===== src/rtl/pcs_pkg.sv =====
// Shared constants, types and command/status structs of the PLL coefficient search unit.
package pcs_pkg;

  localparam int unsigned TGT_W    = 20;
  localparam int unsigned REF_W    = 17;
  localparam int unsigned VCO_CFG_W = 20;
  localparam int unsigned P_W      = 3;
  localparam int unsigned M_W      = 8;
  localparam int unsigned N_W      = 8;
  localparam int unsigned VCO_W    = TGT_W + (1 << P_W) - 1;  // target << 7 at most
  localparam int unsigned PROD1_W  = VCO_W + M_W;
  localparam int unsigned PROD2_W  = REF_W + N_W;
  localparam int unsigned DIV_CNT_W = $clog2(PROD2_W + 1);
  localparam int unsigned COEF_W   = 19;
  localparam int unsigned ERR_W    = 20;
  localparam int unsigned CFG_IDX_W = 2;
  localparam int unsigned CFG_DATA_W = 20;
  localparam int unsigned IN_TDATA_W = 24;
  localparam int unsigned OUT_TDATA_W = 56;

  localparam int unsigned POST_DIV_STEPS_DEF = 8;
  localparam int unsigned MAX_REF_DIV_DEF    = 13;
  localparam int unsigned MAX_FEEDBACK_DEF   = 255;

  localparam logic [REF_W-1:0]     REFCLK_RST  = REF_W'(27000);
  localparam logic [VCO_CFG_W-1:0] VCO_MIN_RST = VCO_CFG_W'(128000);
  localparam logic [VCO_CFG_W-1:0] VCO_MAX_RST = VCO_CFG_W'(700000);
  localparam logic [ERR_W-1:0]     ERR_SAT     = '1;

  localparam logic [CFG_IDX_W-1:0] CFG_REFCLK  = 2'd0;
  localparam logic [CFG_IDX_W-1:0] CFG_VCO_MIN = 2'd1;
  localparam logic [CFG_IDX_W-1:0] CFG_VCO_MAX = 2'd2;

  // quotient bits per division: n is known below 256, the achieved rate is full width
  localparam logic [DIV_CNT_W-1:0] DIV1_BITS = DIV_CNT_W'(N_W);
  localparam logic [DIV_CNT_W-1:0] DIV2_BITS = DIV_CNT_W'(PROD2_W);

  typedef struct packed {
    logic load;
    logic p_inc;
    logic m_inc;
    logic mul1;
    logic div1_start;
    logic mul2;
    logic div2_start;
    logic update;
  } ctrl_cmd_t;

  typedef struct packed {
    logic in_window;
    logic n_over;
    logic n_low;
    logic div_busy;
    logic p_last;
    logic m_last;
  } dp_status_t;

  typedef struct packed {
    logic [N_W-1:0]   n;
    logic [M_W-1:0]   m;
    logic [P_W-1:0]   p;
    logic [ERR_W-1:0] err;
    logic             found;
  } result_t;

endpackage


===== src/rtl/pcs_divider.sv =====
// Restoring divider, one quotient bit per cycle, preloadable partial remainder.
module pcs_divider (
  input  logic                          clk_i,
  input  logic                          rst_ni,
  input  logic                          start_i,
  input  logic [pcs_pkg::REF_W-1:0]     rem_init_i,
  input  logic [pcs_pkg::PROD2_W-1:0]   dividend_i,
  input  logic [pcs_pkg::DIV_CNT_W-1:0] nbits_i,
  input  logic [pcs_pkg::REF_W-1:0]     divisor_i,
  output logic                          busy_o,
  output logic [pcs_pkg::PROD2_W-1:0]   quotient_o
);
  import pcs_pkg::*;

  logic                 busy_q, busy_d;
  logic [DIV_CNT_W-1:0] cnt_q, cnt_d;
  logic [REF_W-1:0]     rem_q, rem_d;
  logic [PROD2_W-1:0]   sh_q, sh_d;
  logic [PROD2_W-1:0]   quo_q, quo_d;
  logic [REF_W-1:0]     div_q, div_d;
  logic [REF_W:0]       trial;
  logic                 ge;

  assign trial = {rem_q, sh_q[PROD2_W-1]};
  assign ge    = trial >= {1'b0, div_q};

  always_comb begin
    busy_d = busy_q;
    cnt_d  = cnt_q;
    rem_d  = rem_q;
    sh_d   = sh_q;
    quo_d  = quo_q;
    div_d  = div_q;
    if (start_i) begin
      busy_d = 1'b1;
      cnt_d  = nbits_i;
      rem_d  = rem_init_i;
      sh_d   = dividend_i;
      quo_d  = '0;
      div_d  = divisor_i;
    end else if (busy_q) begin
      rem_d = ge ? REF_W'(trial - {1'b0, div_q}) : trial[REF_W-1:0];
      sh_d  = {sh_q[PROD2_W-2:0], 1'b0};
      quo_d = {quo_q[PROD2_W-2:0], ge};
      cnt_d = cnt_q - 1'b1;
      if (cnt_q == DIV_CNT_W'(1)) begin
        busy_d = 1'b0;
      end
    end
  end

  always_ff @(posedge clk_i or negedge rst_ni) begin
    if (!rst_ni) begin
      busy_q <= 1'b0;
      cnt_q  <= '0;
    end else begin
      busy_q <= busy_d;
      cnt_q  <= cnt_d;
    end
  end

  always_ff @(posedge clk_i) begin
    rem_q <= rem_d;
    sh_q  <= sh_d;
    quo_q <= quo_d;
    div_q <= div_d;
  end

  assign busy_o     = busy_q;
  assign quotient_o = quo_q;

endmodule


===== src/rtl/pcs_datapath.sv =====
// Trial counters, multipliers, shared divider and best-candidate registers.
module pcs_datapath #(
  parameter int unsigned POST_DIV_STEPS = pcs_pkg::POST_DIV_STEPS_DEF,
  parameter int unsigned MAX_REF_DIV    = pcs_pkg::MAX_REF_DIV_DEF,
  parameter int unsigned MAX_FEEDBACK   = pcs_pkg::MAX_FEEDBACK_DEF
) (
  input  logic                          clk_i,
  input  logic                          rst_ni,
  input  pcs_pkg::ctrl_cmd_t            cmd_i,
  output pcs_pkg::dp_status_t           status_o,
  input  logic [pcs_pkg::TGT_W-1:0]     target_i,
  input  logic [pcs_pkg::REF_W-1:0]     refclk_i,
  input  logic [pcs_pkg::VCO_CFG_W-1:0] vco_min_i,
  input  logic [pcs_pkg::VCO_CFG_W-1:0] vco_max_i,
  output pcs_pkg::result_t              result_o
);
  import pcs_pkg::*;

  logic [TGT_W-1:0]   target_q;
  logic [P_W-1:0]     p_q, p_d;
  logic [M_W-1:0]     m_q, m_d;
  logic [N_W-1:0]     n_q;
  logic [PROD1_W-1:0] prod1_q;
  logic [PROD2_W-1:0] prod2_q;
  logic               have_q, have_d;
  logic [PROD2_W-1:0] berr_q;
  logic [N_W-1:0]     bn_q;
  logic [M_W-1:0]     bm_q;
  logic [P_W-1:0]     bp_q;

  logic [VCO_W-1:0]     vco;
  logic [PROD2_W-1:0]   act;
  logic [PROD2_W-1:0]   tgt_ext;
  logic [PROD2_W-1:0]   diff;
  logic                 better;
  logic                 div_start;
  logic [REF_W-1:0]     div_rem_init;
  logic [PROD2_W-1:0]   div_dividend;
  logic [DIV_CNT_W-1:0] div_nbits;
  logic [REF_W-1:0]     div_divisor;
  logic                 div_busy;
  logic [PROD2_W-1:0]   quotient;

  assign vco = VCO_W'(target_q) << p_q;

  assign status_o.in_window = (vco >= VCO_W'(vco_min_i)) && (vco <= VCO_W'(vco_max_i));
  // n fits in 8 bits exactly when vco*m < refclk*256
  assign status_o.n_over    = prod1_q >= PROD1_W'({refclk_i, {N_W{1'b0}}});
  assign status_o.n_low     = (quotient[N_W-1:0] < N_W'(2))
                           || (quotient[N_W-1:0] > N_W'(MAX_FEEDBACK));
  assign status_o.div_busy  = div_busy;
  assign status_o.p_last    = p_q == P_W'(POST_DIV_STEPS - 1);
  assign status_o.m_last    = m_q == M_W'(MAX_REF_DIV);

  assign div_start    = cmd_i.div1_start | cmd_i.div2_start;
  assign div_rem_init = cmd_i.div1_start ? prod1_q[REF_W+N_W-1:N_W] : '0;
  assign div_dividend = cmd_i.div1_start ? {prod1_q[N_W-1:0], {REF_W{1'b0}}} : prod2_q;
  assign div_nbits    = cmd_i.div1_start ? DIV1_BITS : DIV2_BITS;
  assign div_divisor  = cmd_i.div1_start ? refclk_i : REF_W'(m_q);

  pcs_divider u_div (
    .clk_i     (clk_i),
    .rst_ni    (rst_ni),
    .start_i   (div_start),
    .rem_init_i(div_rem_init),
    .dividend_i(div_dividend),
    .nbits_i   (div_nbits),
    .divisor_i (div_divisor),
    .busy_o    (div_busy),
    .quotient_o(quotient)
  );

  assign act     = quotient >> p_q;
  assign tgt_ext = PROD2_W'(target_q);
  assign diff    = (act > tgt_ext) ? (act - tgt_ext) : (tgt_ext - act);
  assign better  = !have_q || (diff < berr_q);

  always_comb begin
    p_d    = p_q;
    m_d    = m_q;
    have_d = have_q;
    if (cmd_i.load) begin
      p_d    = '0;
      m_d    = M_W'(1);
      have_d = 1'b0;
    end else begin
      if (cmd_i.p_inc) begin
        p_d = p_q + 1'b1;
        m_d = M_W'(1);
      end else if (cmd_i.m_inc) begin
        m_d = m_q + 1'b1;
      end
      if (cmd_i.update && better) begin
        have_d = 1'b1;
      end
    end
  end

  always_ff @(posedge clk_i or negedge rst_ni) begin
    if (!rst_ni) begin
      p_q    <= '0;
      m_q    <= M_W'(1);
      have_q <= 1'b0;
    end else begin
      p_q    <= p_d;
      m_q    <= m_d;
      have_q <= have_d;
    end
  end

  always_ff @(posedge clk_i) begin
    if (cmd_i.load) begin
      target_q <= target_i;
      bn_q     <= N_W'(1);
      bm_q     <= M_W'(1);
      bp_q     <= '0;
      berr_q   <= PROD2_W'(ERR_SAT);
    end else if (cmd_i.update && better) begin
      bn_q   <= n_q;
      bm_q   <= m_q;
      bp_q   <= p_q;
      berr_q <= diff;
    end
    if (cmd_i.mul1) begin
      prod1_q <= PROD1_W'(vco) * PROD1_W'(m_q);
    end
    if (cmd_i.mul2) begin
      n_q     <= quotient[N_W-1:0];
      prod2_q <= PROD2_W'(refclk_i) * PROD2_W'(quotient[N_W-1:0]);
    end
  end

  assign result_o.n     = bn_q;
  assign result_o.m     = bm_q;
  assign result_o.p     = bp_q;
  assign result_o.err   = (berr_q > PROD2_W'(ERR_SAT)) ? ERR_SAT : berr_q[ERR_W-1:0];
  assign result_o.found = have_q;

endmodule


===== src/rtl/pcs_ctrl.sv =====
// Sequencer that walks the p/m trial loops and drives the datapath.
module pcs_ctrl (
  input  logic                clk_i,
  input  logic                rst_ni,
  input  logic                in_valid_i,
  output logic                in_ready_o,
  input  logic                out_free_i,
  output logic                out_push_o,
  output pcs_pkg::ctrl_cmd_t  cmd_o,
  input  pcs_pkg::dp_status_t status_i
);
  import pcs_pkg::*;

  localparam logic [3:0] S_IDLE = 4'd0;
  localparam logic [3:0] S_PCHK = 4'd1;
  localparam logic [3:0] S_MUL1 = 4'd2;
  localparam logic [3:0] S_NCHK = 4'd3;
  localparam logic [3:0] S_DIV1 = 4'd4;
  localparam logic [3:0] S_NRNG = 4'd5;
  localparam logic [3:0] S_D2ST = 4'd6;
  localparam logic [3:0] S_DIV2 = 4'd7;
  localparam logic [3:0] S_CMP  = 4'd8;
  localparam logic [3:0] S_MNXT = 4'd9;
  localparam logic [3:0] S_PNXT = 4'd10;
  localparam logic [3:0] S_DONE = 4'd11;

  logic [3:0] state_q, state_d;

  always_comb begin
    state_d    = state_q;
    cmd_o      = '0;
    in_ready_o = 1'b0;
    out_push_o = 1'b0;
    unique case (state_q)
      S_IDLE: begin
        in_ready_o = 1'b1;
        if (in_valid_i) begin
          cmd_o.load = 1'b1;
          state_d    = S_PCHK;
        end
      end
      S_PCHK: begin
        state_d = status_i.in_window ? S_MUL1 : S_PNXT;
      end
      S_MUL1: begin
        cmd_o.mul1 = 1'b1;
        state_d    = S_NCHK;
      end
      S_NCHK: begin
        if (status_i.n_over) begin
          state_d = S_MNXT;
        end else begin
          cmd_o.div1_start = 1'b1;
          state_d          = S_DIV1;
        end
      end
      S_DIV1: begin
        if (!status_i.div_busy) begin
          state_d = S_NRNG;
        end
      end
      S_NRNG: begin
        if (status_i.n_low) begin
          state_d = S_MNXT;
        end else begin
          cmd_o.mul2 = 1'b1;
          state_d    = S_D2ST;
        end
      end
      S_D2ST: begin
        cmd_o.div2_start = 1'b1;
        state_d          = S_DIV2;
      end
      S_DIV2: begin
        if (!status_i.div_busy) begin
          state_d = S_CMP;
        end
      end
      S_CMP: begin
        cmd_o.update = 1'b1;
        state_d      = S_MNXT;
      end
      S_MNXT: begin
        if (status_i.m_last) begin
          state_d = S_PNXT;
        end else begin
          cmd_o.m_inc = 1'b1;
          state_d     = S_MUL1;
        end
      end
      S_PNXT: begin
        if (status_i.p_last) begin
          state_d = S_DONE;
        end else begin
          cmd_o.p_inc = 1'b1;
          state_d     = S_PCHK;
        end
      end
      S_DONE: begin
        if (out_free_i) begin
          out_push_o = 1'b1;
          state_d    = S_IDLE;
        end
      end
      default: begin
        state_d = S_IDLE;
      end
    endcase
  end

  always_ff @(posedge clk_i or negedge rst_ni) begin
    if (!rst_ni) begin
      state_q <= S_IDLE;
    end else begin
      state_q <= state_d;
    end
  end

`ifndef SYNTHESIS
  a_div_start_idle: assert property (@(posedge clk_i) disable iff (!rst_ni)
    (cmd_o.div1_start || cmd_o.div2_start) |-> !status_i.div_busy)
    else $error("divider started while busy");

  a_update_after_div: assert property (@(posedge clk_i) disable iff (!rst_ni)
    cmd_o.update |-> !status_i.div_busy && $past(state_q == S_DIV2))
    else $error("candidate compared before division finished");

  a_one_request: assert property (@(posedge clk_i) disable iff (!rst_ni)
    (in_valid_i && in_ready_o) |=> !in_ready_o)
    else $error("second request taken during a search");

  a_push_free: assert property (@(posedge clk_i) disable iff (!rst_ni)
    out_push_o |-> out_free_i && !in_ready_o)
    else $error("result pushed into an occupied output register");
`endif

endmodule


===== src/rtl/pll_coefficient_search_unit.sv =====
// Top level: configuration registers, output register, sequencer and datapath.
//
//  channel   | direction | signals                      | payload
//  s_axis    | in        | tvalid tready tdata[23:0]    | target frequency
//  m_axis    | out       | tvalid tready tdata tuser    | n, m, p, coef_word, error_khz / found
//  cfg       | in        | cfg_valid/ready index data   | refclk, vco_min, vco_max
//
// One request at a time. A full (p, m) trial runs two divisions on the shared one-bit-per-cycle
// divider (8 quotient bits for n, 25 for the achieved rate); n out of range ends a trial before the second division.
// The next request is taken once the result is in the output register, even if m_axis stalls.
// No clearing pass after reset; registers come up at their reset values.
module pll_coefficient_search_unit #(
  parameter int unsigned POST_DIV_STEPS = pcs_pkg::POST_DIV_STEPS_DEF,
  parameter int unsigned MAX_REF_DIV    = pcs_pkg::MAX_REF_DIV_DEF,
  parameter int unsigned MAX_FEEDBACK   = pcs_pkg::MAX_FEEDBACK_DEF
) (
  input  logic                            clk_i,
  input  logic                            rst_ni,
  input  logic                            s_axis_tvalid,
  output logic                            s_axis_tready,
  input  logic [pcs_pkg::IN_TDATA_W-1:0]  s_axis_tdata,   // [19:0] target frequency
  output logic                            m_axis_tvalid,
  input  logic                            m_axis_tready,
  // [7:0] feedback_mult, [11:8] ref_divider, [14:12] post_div_log,
  // [33:15] coef_word, [53:34] error_khz, [55:54] zero
  output logic [pcs_pkg::OUT_TDATA_W-1:0] m_axis_tdata,
  output logic                            m_axis_tuser,   // [0] found
  input  logic                            cfg_valid_i,
  output logic                            cfg_ready_o,
  input  logic [pcs_pkg::CFG_IDX_W-1:0]   cfg_index_i,
  input  logic [pcs_pkg::CFG_DATA_W-1:0]  cfg_data_i
);
  import pcs_pkg::*;

  logic [REF_W-1:0]     refclk_q;
  logic [VCO_CFG_W-1:0] vco_min_q;
  logic [VCO_CFG_W-1:0] vco_max_q;
  logic                 out_valid_q, out_valid_d;
  result_t              out_q;
  result_t              result;
  ctrl_cmd_t            cmd;
  dp_status_t           status;
  logic                 out_free;
  logic                 out_push;
  logic                 cfg_we;
  logic [COEF_W-1:0]    coef;

  assign cfg_ready_o = 1'b1;
  assign cfg_we      = cfg_valid_i && cfg_ready_o;

  always_ff @(posedge clk_i or negedge rst_ni) begin
    if (!rst_ni) begin
      refclk_q  <= REFCLK_RST;
      vco_min_q <= VCO_MIN_RST;
      vco_max_q <= VCO_MAX_RST;
    end else if (cfg_we) begin
      unique case (cfg_index_i)
        CFG_REFCLK:  refclk_q  <= cfg_data_i[REF_W-1:0];
        CFG_VCO_MIN: vco_min_q <= cfg_data_i;
        CFG_VCO_MAX: vco_max_q <= cfg_data_i;
        default: ;
      endcase
    end
  end

  pcs_ctrl u_ctrl (
    .clk_i     (clk_i),
    .rst_ni    (rst_ni),
    .in_valid_i(s_axis_tvalid),
    .in_ready_o(s_axis_tready),
    .out_free_i(out_free),
    .out_push_o(out_push),
    .cmd_o     (cmd),
    .status_i  (status)
  );

  pcs_datapath #(
    .POST_DIV_STEPS(POST_DIV_STEPS),
    .MAX_REF_DIV   (MAX_REF_DIV),
    .MAX_FEEDBACK  (MAX_FEEDBACK)
  ) u_dp (
    .clk_i    (clk_i),
    .rst_ni   (rst_ni),
    .cmd_i    (cmd),
    .status_o (status),
    .target_i (s_axis_tdata[TGT_W-1:0]),
    .refclk_i (refclk_q),
    .vco_min_i(vco_min_q),
    .vco_max_i(vco_max_q),
    .result_o (result)
  );

  assign out_free = !out_valid_q || m_axis_tready;

  always_comb begin
    out_valid_d = out_valid_q;
    if (out_push) begin
      out_valid_d = 1'b1;
    end else if (m_axis_tready) begin
      out_valid_d = 1'b0;
    end
  end

  always_ff @(posedge clk_i or negedge rst_ni) begin
    if (!rst_ni) begin
      out_valid_q <= 1'b0;
    end else begin
      out_valid_q <= out_valid_d;
    end
  end

  always_ff @(posedge clk_i) begin
    if (out_push) begin
      out_q <= result;
    end
  end

  assign coef          = {out_q.p, out_q.n, out_q.m};
  assign m_axis_tvalid = out_valid_q;
  assign m_axis_tdata  = {2'b00, out_q.err, coef, out_q.p, out_q.m[3:0], out_q.n};
  assign m_axis_tuser  = out_q.found;

endmodule


===== config.mk =====
export PLATFORM = sky130hd
export DESIGN_NAME = pll_coefficient_search_unit
export DESIGN_NICKNAME = d
export VERILOG_FILES = /design/src/rtl/pcs_pkg.sv /design/src/rtl/pcs_divider.sv /design/src/rtl/pcs_datapath.sv /design/src/rtl/pcs_ctrl.sv /design/src/rtl/pll_coefficient_search_unit.sv
export SDC_FILE = /design/constraint.sdc
export NUM_CORES = 2
export LEC_CHECK = 0
export BUFFER_PORTS_ARGS = -buffer_cell sky130_fd_sc_hd__buf_2
export CORE_ASPECT_RATIO = 1.1
export CORE_MARGIN = 2
export CORE_UTILIZATION = 68
export DETAILED_ROUTE_END_ITERATION = 12
export PLACE_DENSITY = 0.93
export SLEW_MARGIN = 0
export SYNTH_ARGS = -nofsm -noshare
export SYNTH_HDL_FRONTEND = slang
export SYNTH_SLANG_ARGS = --single-unit

===== constraint.sdc =====
create_clock -name clk_i -period 13.4 [get_ports clk_i]
set_input_delay 2.68 -clock clk_i [delete_from_list [all_inputs] [get_ports clk_i]]
set_output_delay 2.68 -clock clk_i [all_outputs]
set_load 0.01 [all_outputs]

=== Word level (Yosys, flattened, before mapping) ===
Index checks and enable logic that the tools add are counted.

* Flip-flop bits (word level): 336
* Input port bits: 51
* Output and inout bits: 60
* Logic and storage cells: 136

* Add/subtract/negate cells: 6
* $mul: 2
* Magnitude comparators: 9
* Eq/ne operators: 20
* Shifts and indexed selects: 2
* Mux-type cells: 50
* Bitwise gates (word level): 1
* Reductions and logical operators: 18

{| class="wikitable"
|+ Operators by type and width
! operator !! number
|-
| 25-bit two-way mux || 4
|-
| 17-bit two-way mux || 4
|-
| 4-bit case mux with 12 select lines || 1
|-
| 4-bit two-way mux || 9
|-
| 35-bit by 25-bit >= comparator with 1-bit output || 1
|-
| 27-bit by 8-bit multiplier with 35-bit output || 1
|-
| 8-bit two-way mux || 4
|-
| 27-bit by 20-bit >= comparator with 1-bit output || 1
|-
| 27-bit by 20-bit less-or-equal comparator with 1-bit output || 1
|-
| 20-bit by 3-bit left shift with 27-bit output || 1
|-
| 25-bit by 20-bit greater-than comparator with 1-bit output || 1
|-
| 25-bit by 20-bit greater-than comparator with 1-bit output (second input constant) || 1
|-
| 25-bit < comparator || 1
|-
| 17-bit by 8-bit multiplier with 25-bit output || 1
|-
| 25-bit by 3-bit >> shifter with 25-bit output || 1
|-
| 20-bit by 25-bit subtractor with 25-bit output || 1
|-
| 25-bit by 20-bit subtractor with 25-bit output || 1
|-
| 1-bit two-way mux || 23
|-
| 18-bit by 17-bit >= comparator with 1-bit output || 1
|-
| 17-bit subtractor || 1
|-
| 4-bit by 3-bit equality test with 1-bit output (second input constant) || 4
|-
| 4-bit equality test (second input constant) || 4
|-
| 5-bit two-way mux || 3
|-
| 8-bit by 1-bit adder with 8-bit output (second input constant) || 1
|-
| other kinds (23) || 37
|}

=== Longest topological paths before layout ===
* Depth after elaboration: 8
* Gate-level depth with buffers: 32
* Depth with buffers taken out: 26

=== Cells and area by module ===
A second synthesis with hierarchy kept.

* Cells, all modules: 3172
* Area total of the unflattened synthesis: 30621.9 sq um

{| class="wikitable"
|+ Modules (own cells, without submodules)
! module !! instances !! cells each !! area each (sq um) !! sequential area each (sq um)
|-
| pcs_datapath || 1 || 2517 || 22034.9 || 3824.9
|-
| pcs_divider || 1 || 405 || 4573.1 || 2422.3
|-
| pll_coefficient_search_unit || 1 || 185 || 3547.2 || 2681.3
|-
| pcs_ctrl || 1 || 65 || 466.7 || 100.1
|}

=== Worst setup path before layout ===
OpenSTA, ideal clock, no wires.

* Kind: register to register
* Start: reg u_dp.p_q[1]
* End: reg u_dp.prod1_q[34], data pin
* Setup time: 0.260 ns
* Arrival: 6.378 ns
* Required time: 13.140 ns
* Slack: 6.762 ns
* Cell stages (with the launch flop): 27
* Buffers on the path: 4
* Period minus slack after synthesis: 6.638 ns
* Cell sequence: dfrtp_1 buf_2 buf_1 buf_2 buf_2 mux4_2 inv_1 o21ai_1 and2_1 fa_1 inv_1 fa_1 inv_1 fa_1 inv_1 fa_1 inv_1 ha_1 nand3_1 nor2_1 nor3_1 o31ai_1 a41oi_1 o31a_1 or3_1 a31oi_1 xnor2_1

* Longest elaborated chain between the ends: 2

{| class="wikitable"
|+ Ends and longest elaborated chain
! item !! RTL line !! source
|-
| from (decl) || pcs_datapath.sv:20 || <nowiki>logic [P_W-1:0] p_q, p_d;</nowiki>
|-
| from (signal assigned) || pcs_datapath.sv:105 || <nowiki>p_q <= p_d;</nowiki>
|-
| 20-bit by 3-bit left shift with 27-bit output || pcs_datapath.sv:44 || <nowiki>assign vco = VCO_W'(target_q) << p_q;</nowiki>
|-
| 27-bit by 8-bit multiplier with 35-bit output || pcs_datapath.sv:125 || <nowiki>prod1_q <= PROD1_W'(vco) * PROD1_W'(m_q);</nowiki>
|-
| to (signal assigned) || pcs_datapath.sv:125 ||
|-
| to (decl) || pcs_datapath.sv:23 || <nowiki>logic [PROD1_W-1:0] prod1_q;</nowiki>
|}

Every way passes these cells.
A chain may end at the register's enable or synchronous reset.

=== Worst setup path after layout ===
* Start: reg u_dp.p_q[0]
* End: reg u_dp.prod1_q[34], data pin

Same word-level chain as after synthesis.

==> results.cfg <==
[floorplanning]
io_pins = 111
core_um2 = 43500
fp.dieW_um = 205
die_height_um = 225
rows = 80
die_area_um2 = 46000
initial_core_util_pct = 69.3

[routing]
drt_iter0_drc = 2201
postRouteAntennaNets = 0
routed_via_density = 6.39
num_vias = 23800
routed_wl_mm = 78.9
dr.pass1.iters = 5
wl_per_cell_um = 21.2
drc = 0

[pwr]
power.leakage_nw = 15.2
power_mw = 9.11
irDropWorstVdd_uv = 303
power.density_nw_per_um2 = 283

[sta]
relSlewSlack_pct = 14.4
fin_crit_ns = 8.25
tns_ns = 0
clock-skew-final_ns = 0.0198
rsz0062_at_grt = no
fin_ws_ns = 5.15
worst_pin_slew_ns = 1.28
min_period_over_period_pct = 61.6
fmax_mhz = 121
finalHoldViolCount = 0
setup_violations = 0
drv_slew = 0

[final_layout]
syn2layout_area_growth_pct = 6.71
fin_area_um2 = 32200
final_nets = 3651
drive_gt1_share_pct = 10.2
final_cell_mix = 450 x inv_1, 297 x nand2_1, 245 x ha_1, 243 x fa_1, 187 x edfxtp_1
fill_cells = 2759
final_common_cell = inv_1
final_cells = 3716

[yosys]
netlist_area_um2 = 30200
synth_edf_count = 187
synth_seq_cells = 336
synthFlopType = edfxtp_1
async_flop_share_pct = 23.8
synth.area.top_cells = edfxtp_1 19%, fa_1 16%, ha_1 10%, inv_1 5.6%, dfrtp_1 4.6%
synth_cell_types = 84
avgSynthCellArea_um2 = 9.70
synthDominantCellAreaShare_pct = 18.6
yosysWarningCount = 0
synth_cells = 3107
yosysTopAreaCell = edfxtp_1
ys_seq_area_share_pct = 29.9

[job]
cap_violations = 0

[worst_setup_path]
cp_max_fo = 47
arrival_ns = 8.57
cp-end-kind = flop
r2r_slack_ns = 5.15
path_cells = buf_4, inv_1, o211a_1, a21oi_1, nor2b_1, nand2_1, fa_1, fa_1, inv_1, fa_1, inv_1, fa_1, inv_1, ha_1, nand3_1, nor2_1, nor3_1, o31ai_1, a41oi_1, o31a_1, or3_1, a31oi_1, xnor2_1
path_buf_inv = 5
crit_type = reg2reg
path_delay_family = adder cells
crit_required_ns = 13.71
crit_slowest_cell = nor2b_1
critPathMaxStageDelay_ns = 0.84
critPathLaunchType = flop

[global_routing]
grt_pass1_vias = 25100
grt_pass1_wl_mm = 127
grt_max_degree = 73
grt_use_total_pct = 35.1
antenna_found_initial = 2
grt_overflow = 0

[clock_tree]
post_cts_resized = 0
clock_path_buffers = 3
root_buffer = clkbuf_16
holdBufCountCts = 0
cts_sinks = 336
cts_tree = yes
postCtsSetupBuffers = 0
cts_buffers = 38
clk_pin_slew_ns = 0.07
clock_latency_ns = 0.58
htree_levels = 2

[placement]
pre_cts_slack_ns = 5.48
placed_area_um2 = 30900
io_buffers = 103
dp.cells = 3646
hpwlAfterDp_mm = 57.2
gp_congestion = 0.955

[run_status]
status = complete, no violations

[hold_path]
hold_path_class = reg2reg
==> routing by layer <==
layer | share of wire [%] | GRT usage, %
met3 | 8.9 | 5.87
met1 | 36 | 41.8
met4 | 6.1 | 20.3
met5 | 0 | 0
met2 | 49 | 60.1
==> area by class of cell <==
| type | instances | area, um^2 | share of cell area [%] |
|---|---|---|---|
| flip-flops and latches | 336 | 9030 | 28.1 |
| well taps | 574 | 718 | 2.23 |
| clock buffers | 52 | 1070 | 3.34 |
| multi-input cells | 2158 | 18800 | 58.3 |
| diodes | 1 | 2.50 | 0.00778 |
| inverters | 452 | 1700 | 5.27 |
| repair buffers | 126 | 691 | 2.15 |
| clock inverters | 17 | 205 | 0.638 |
==> cell families (layout without fill, tap and decap cells) <==
logic type                 Yosys count  after routing  synth area share [%]
other                                2              4                0.0249
muxes                              208            208                  8.05
AOI/OAI and AO/OA                  466            466                  10.3
adders and majority gates          488            488                  26.3
xor gates and xnor gates            88             88                  2.56
and+or+nand+nor                    905            905                  14.9
buffers and inverters              614            647                  8.00
DFF                                336            336                  29.9
==> power breakdown <==
part	switching, mW	leakage [nW]	total, mW	internal [mW]
Sequential	0.336	3.24	1.98	1.64
Clock	0.461	0.626	1.09	0.628
Combinational	3.61	11.4	6.05	2.43
Total	4.41	15.2	9.11	4.70
==> path summary, 6_finish.rpt <==
path	from	to	cells after the start
worst max-delay path	u_dp.p_q[0]	u_dp.prod1_q[34]	23
worst min-delay path	u_dp.bm_q[5]	m_axis_tdata[20]	0
worst max register to register	u_dp.p_q[0]	u_dp.prod1_q[34]	23
worst min register to register	u_dp.bm_q[5]	m_axis_tdata[20]	0
max in group asynchronous	rst_ni	u_dp.p_q[0]	2
min in group asynchronous	rst_ni	vco_max_q[16]	1
==> worst reg2reg max path, stage by stage, from the launching register on <==
cell,delay [ns]
dfrtp_2,0.50
buf_4,0.57
inv_1,0.43
o211a_1,0.23
a21oi_1,0.15
nor2b_1,0.84
nand2_1,0.18
fa_1,0.48
fa_1,0.57
inv_1,0.05
fa_1,0.49
inv_1,0.06
fa_1,0.52
inv_1,0.04
ha_1,0.32
nand3_1,0.08
nor2_1,0.15
nor3_1,0.10
o31ai_1,0.53
a41oi_1,0.50
o31a_1,0.47
or3_1,0.40
a31oi_1,0.22
xnor2_1,0.11
==> flip-flops by register name, summed over array words and instances, names as in the netlist, 4 cells and up <==
| signal | count |
|---|---|
| u_dp.u_div.rem_q | 17 |
| u_dp.m_q | 8 |
| u_dp.berr_q | 25 |
| u_dp.u_div.sh_q | 25 |
| u_ctrl.state_q | 4 |
| vco_max_q | 20 |
| u_dp.bm_q | 8 |
| u_dp.n_q | 8 |
| vco_min_q | 20 |
| u_dp.u_div.cnt_q | 5 |
| m_axis_tdata | 39 |
| u_dp.target_q | 20 |
| u_dp.u_div.div_q | 17 |
| u_dp.bn_q | 8 |
| u_dp.prod2_q | 25 |
| u_dp.u_div.quotient_o | 25 |
| refclk_q | 17 |
| u_dp.prod1_q | 35 |
==> Yosys cell counts, types with 33 or more instances <==
cell type	number
inv_1	450
nand2_1	297
ha_1	245
fa_1	243
edfxtp_1	187
nor2_1	160
and2_1	148
mux2i_1	122
a21oi_1	116
clkbuf_1	107
nor2b_1	90
o21ai_0	81
dfxtp_1	69
mux2_2	64
dfrtp_1	56
xnor2_1	55
a21o_1	54
nand3_1	54
o21a_1	46
nor3_1	38
xor2_1	33
==> through the flow <==
| step | hold WS [ns] | utilization [%] |
|---|---|---|
| finish | 0.432 | 73.9 |
| global route | 0.442 | 73.9 |
| CTS | 0.432 | 73.9 |
| detailed placement | 0.418 | 71.0 |
| global placement | 0.421 | 71.0 |
| floorplan | 0.408 | - |
Note: power is estimated with default switching activity, not from simulation.
